[src/rtl/wlc_pkg.sv]
// types, codes and helpers of the weighted lru cache
// no dependencies
package wlc_pkg;

  localparam int unsigned KEY_W   = 32;
  localparam int unsigned VAL_W   = 32;
  localparam int unsigned WGT_W   = 32;
  localparam int unsigned CNT_W   = 32;
  localparam int unsigned CFG_IDX_W = 1;
  localparam int unsigned CFG_DATA_W = 32;

  localparam logic [1:0] OP_GET = 2'd0;
  localparam logic [1:0] OP_SET = 2'd1;
  localparam logic [1:0] OP_DEL = 2'd2;
  localparam logic [1:0] OP_CLR = 2'd3;

  localparam logic [1:0] ST_OK    = 2'd0;
  localparam logic [1:0] ST_NF    = 2'd1;
  localparam logic [1:0] ST_HEAVY = 2'd2;

  localparam logic KIND_FINAL  = 1'b0;
  localparam logic KIND_NOTICE = 1'b1;

  localparam logic [CFG_IDX_W-1:0] CFG_CAPACITY = 1'd0;
  localparam logic [CFG_IDX_W-1:0] CFG_NOTIFY   = 1'd1;

  typedef struct packed {
    logic [1:0]       opcode;
    logic [KEY_W-1:0] key;
    logic [VAL_W-1:0] value;
    logic [WGT_W-1:0] weight;
  } wlc_in_t;

  typedef struct packed {
    logic             kind;
    logic [1:0]       status;
    logic [KEY_W-1:0] key_out;
    logic [VAL_W-1:0] value_out;
    logic [WGT_W-1:0] weight_out;
    logic [WGT_W-1:0] used_weight;
    logic [4:0]       entry_count;
    logic [CNT_W-1:0] hit_count;
    logic [CNT_W-1:0] miss_count;
    logic [CNT_W-1:0] eviction_count;
    logic             last;
  } wlc_out_t;

  typedef struct packed {
    logic             valid;
    logic [KEY_W-1:0] key;
    logic [VAL_W-1:0] value;
    logic [WGT_W-1:0] weight;
  } wlc_entry_t;

  typedef enum logic [2:0] {
    CMD_HOLD = 3'd0,
    CMD_PREV = 3'd1,
    CMD_NEXT = 3'd2,
    CMD_LOAD = 3'd3,
    CMD_KILL = 3'd4
  } wlc_cmd_t;

  function automatic logic [CNT_W-1:0] sat_inc(input logic [CNT_W-1:0] c);
    return (&c) ? c : c + 1'b1;
  endfunction

endpackage

[src/rtl/wlc_cell.sv]
// one recency position of the cache: entry register, key compare, neighbor shift
// depends on wlc_pkg
module wlc_cell (
  input  logic                       clk,
  input  logic                       rst_n,
  input  wlc_pkg::wlc_cmd_t          cmd,
  input  wlc_pkg::wlc_entry_t        prev_i,
  input  wlc_pkg::wlc_entry_t        next_i,
  input  wlc_pkg::wlc_entry_t        load_i,
  input  logic [wlc_pkg::KEY_W-1:0]  key_i,
  output wlc_pkg::wlc_entry_t        ent_o,
  output logic                       match_o
);
  import wlc_pkg::*;

  wlc_entry_t ent_r;
  wlc_entry_t ent_nxt;

  always_comb begin
    ent_nxt = ent_r;
    case (cmd)
      CMD_HOLD: ent_nxt = ent_r;
      CMD_PREV: ent_nxt = prev_i;
      CMD_NEXT: ent_nxt = next_i;
      CMD_LOAD: ent_nxt = load_i;
      CMD_KILL: ent_nxt.valid = 1'b0;
      default:  ent_nxt = ent_r;
    endcase
  end

  always_ff @(posedge clk) begin
    if (!rst_n) begin
      ent_r <= '0;
    end else begin
      ent_r <= ent_nxt;
    end
  end

  assign ent_o   = ent_r;
  assign match_o = ent_r.valid && (ent_r.key == key_i);

endmodule

[config.mk]
export PLATFORM = sky130hd
export DESIGN_NAME = wlc_cell
export DESIGN_NICKNAME = d
export VERILOG_FILES = /design/src/rtl/wlc_pkg.sv /design/src/rtl/wlc_cell.sv
export SDC_FILE = /design/constraint.sdc
export NUM_CORES = 1
export LEC_CHECK = 0
export BUFFER_PORTS_ARGS = -buffer_cell sky130_fd_sc_hd__buf_4
export CAP_MARGIN = 20
export CORE_AREA = 2 2 165 167
export DETAILED_ROUTE_END_ITERATION = 7
export DIE_AREA = 0 0 167 169
export GPL_ROUTABILITY_DRIVEN = 0
export MAX_ROUTING_LAYER = met4
export PLACE_DENSITY = 0.51
export SYNTH_ARGS = -nofsm -noshare
export SYNTH_HDL_FRONTEND = slang
export SYNTH_SLANG_ARGS = --single-unit
[constraint.sdc]
create_clock -name clk -period 1.6 [get_ports clk]
set_clock_uncertainty 0.1 [all_clocks]
set_input_delay 0.32 -clock clk [delete_from_list [all_inputs] [get_ports clk]]
set_output_delay 0.32 -clock clk [all_outputs]
set_load 0.01 [all_outputs]
==> reports/qor.csv <==
stage;metric;value;unit
status;run status;finished with violations;
status;violated checks;negative setup slack;
route;Initial DRC Count;361;
critical_path;R2R cell count;3;
floorplanning;core area;26500;um^2
logic_synthesis;Seq/Total Area, Yosys;0.3568;
route;DR DRC count;0;
critical_path;type of the worst setup path;reg -> out;
logic_synthesis;mean post-synth cell area;7.865;um^2
power;VDD IR-drop max;0.0003294;V
critical_path;Max FO, Critical Path;2;
floorplanning;IO Pins;426;
finish;max reg flops;97;
placed_design;Placed Cells;1471;
route;DRT Pass-1 Iters;5;
grt;Total GRT Usage;0.1793;
logic_synthesis;syn_nets;1020;
route;Final ANT Viol Nets;0;
hold_path;hold crit path type;in -> reg;
clock_tree;Worst-path clk slew;0.08;ns
grt;GRT overflow;0;
critical_path;CP Data Arrival Time;1.75;ns
placed_design;DP HPWL;19980;um
logic_synthesis;Yosys top cell by area;dfxtp_1;
sta;Final Max Tran Viols;0;
logic_synthesis;top cells by area, synth;dfxtp_1 36%, mux2i_1 18%, o21ai_0 15%;
critical_path;CP max stage cell;dfxtp_2;
finish;proportion of layout cells with a drive suffix above 1;0.4572;
grt;vias in the first global route;6842;
floorplanning;die width;167;um
route;Post-Route WL;25470;um
logic_synthesis;Yosys cell types;24;
finish;Layout area overhead;80.05;%
sta;minimum clock period;2.171;ns
logic_synthesis;Post-Syn Instances;692;
sta;Final Hold Fails;0;
finish;sequential cell area;1944;um^2
sta;Setup WS post-layout;-0.5707;ns
critical_path;Crit. End Element;output pin;
sta;final setup fails;1;
grt;initial antenna violation count;0;
logic_synthesis;synth cell count leaders;163 x o21ai_0, 98 x mux2i_1, 97 x dfxtp_1, 96 x a21oi_1, 96 x nand2_1;
logic_synthesis;most numerous cell in the Yosys netlist;o21ai_0;
logic_synthesis;Post-synth EDFFs;0;
sta;Fin Hold WS;0.1505;ns
finish;Final #Nets;1469;
route;routed vias;6782;
clock_tree;CTS Hold Bufs;0;
clock_tree;CTS buffer count;9;
sta;RSZ-0062 raised after global routing;yes;
finish;Layout Cells excl Fill;1487;
finish;Antenna Diode Count;0;
critical_path;Reg2Reg Capture Point;ent_o[91];
finish;Multi-input gate area;3208;um^2
clock_tree;Root Buffer;clkbuf_16;
critical_path;r2r setup slk;0.68;ns
critical_path;crit path launch type;register;
clock_tree;clk sinks;97;
sta;Max Fclk;460.7;MHz
clock_tree;H-tree level count;3;
critical_path;buffers and inverters on the worst path;2;
sta;actual transition at the worst max-transition pin;0.4385;ns
power;pwr dens;733.4;nW/um^2
sta;Rel. slew slack;0.7046;
logic_synthesis;Seq cells post-synth;97;
logic_synthesis;Post-synth ARST share;0;
route;WL per Instance;17.13;um
clock_tree;worst-skew pair later-pin latency;0.35;ns
finish;fill cell count;2801;
power;P_leak;4.867;nW
floorplanning;DIE HEIGHT;169;um
critical_path;CP delay by family, top;simple AND/OR/NAND/NOR gates;
critical_path;Req. time, crit path;1.18;ns
floorplanning;die area;28220;um^2
route;Via-to-Cell Ratio;4.561;
sta;period utilization;1.357;
floorplanning;Rows;60;
hold_path;hold worst-path end;ent_o[66];
critical_path;FF-to-FF Start;ent_o[91];
sta;Fin Setup TNS;-0.5707;ns
critical_path;crit-path max cell delay;0.34;ns
logic_synthesis;Top FF cell, synth;dfxtp_1;
floorplanning;initial core utilization;0.2054;
clock_tree;CTS tree;done;
logic_synthesis;cell area after synthesis;5443;um^2
job;Max-Cap Viols;0;
critical_path;worst path cell trace;xor2_2, nor4_4, buf_4, nand4_1, nor3_2, buf_4;
grt;pin count of the biggest net entering global routing;68;
placed_design;Buffers on Ports;425;
hold_path;min-delay src;prev_i[66];
critical_path;CP most frequent cell;buf_4;
clock_tree;clk buf depth;2;
hold_path;hold path cells;3;
grt;first-pass GRT wire length;38390;um
logic_synthesis;top-area cell type share of the netlist area;0.3568;
logic_synthesis;yosys synthesis warning count;0;
==> repair_timing <==
| item | 4_1_cts | 5_1_grt |
|---|---|---|
| gates resized for setup | 4 | 1 |
| endpoints found under the setup margin | 1 | 1 |
| cloned | 0 | 0 |
| pin swaps | 4 | 1 |
| hold endpoints to repair | 0 | 0 |
| setup buffers | 0 | 0 |
==> per-stage QoR <==
stage                     area, um^2  setup slack, ns    util  total power, mW
after CTS                       9798          -0.6481  0.3697            7.310
after global placement          9479          -0.7969  0.3577            4.989
after global routing            9799          -0.6664  0.3698            7.576
after detailed placement        9479          -0.7451  0.3577            5.000
after floorplan                 5448          0.04539       -            3.606
final                           9799          -0.5707  0.3698            7.187
==> metal layers <==
metal	wire length, um	share of wire	GRT usage	vias to the layer above
met2	13020	0.51	0.3167	314
li1	-	-	-	3347
met4	520	0.020	0.05547	0
met1	10240	0.40	0.2067	3097
met5	0	0	-	-
met3	1688	0.066	0.03250	24
==> layout by cell type (no fill, tap or decap) <==
master / netlist / final
o21ai_1: 29 / 29
nor4_4: 0 / 1
nand2b_4: 1 / 1
buf_12: 0 / 13
inv_8: 0 / 2
xnor2_1: 1 / 1
dfxtp_2: 0 / 2
clkinv_2: 0 / 1
inv_6: 0 / 2
clkbuf_8: 0 / 1
clkinvlp_4: 0 / 1
nor2_1: 2 / 2
mux2i_1: 98 / 98
clkinv_4: 0 / 1
xor2_1: 31 / 30
o21ai_0: 163 / 163
nand4_1: 1 / 1
nor4_1: 7 / 6
o221ai_1: 1 / 1
a21oi_1: 96 / 96
dfxtp_1: 97 / 95
a31oi_1: 1 / 1
nand3_1: 2 / 2
clkbuf_16: 0 / 9
buf_4: 12 / 486
nor3_2: 0 / 1
nor3_1: 2 / 1
xor2_2: 0 / 1
nand2_1: 96 / 96
buf_6: 4 / 1
nor2_4: 1 / 1
==> logic make-up after synthesis <==
| group | Yosys count | share of synthesized area |
|---|---|---|
| xor gates and xnor gates | 32 | 0.05149 |
| AOI/OAI and AO/OA | 290 | 0.2676 |
| muxes | 98 | 0.1802 |
| DFF | 97 | 0.3568 |
| buffers and inverters | 63 | 0.05885 |
| and+or+nand+nor | 112 | 0.08506 |
==> worst max path at each step <==
stage,from,to,slack [ns],cells past startpoint
detailed placement,key_i[9],match_o,-0.75,7
CTS,ent_o[65],match_o,-0.65,6
global placement,key_i[9],match_o,-0.80,7
finish,ent_o[65],match_o,-0.57,6
global route,ent_o[73],match_o,-0.67,6
floorplan,ent_o[73],match_o,0.05,4
==> where the power goes <==
part	internal (mW)	switching (mW)	leakage, nW
clock network	1.14	1.12	0.144
logic	1.24	0.953	3.92
registers	2.61	0.121	0.806
total	4.99	2.19	4.87
==> cell type report <==
cell class / instances / share of cell area
well taps: 341 / 0.04354
inverters: 1 / 0.0005107
clock buffers: 10 / 0.02439
clock inverters: 6 / 0.005746
repair buffers: 500 / 0.4000
multi-input cells: 532 / 0.3274
flip-flops and latches: 97 / 0.1984
==> worst reg2reg max path: cells and delay by family, from the launching register on <==
kind            cells  cell delay (ns)
flops               1             0.35
compound gates      2             0.21
buf+inv             1             0.15
Note: power is estimated with default switching activity, not from simulation.
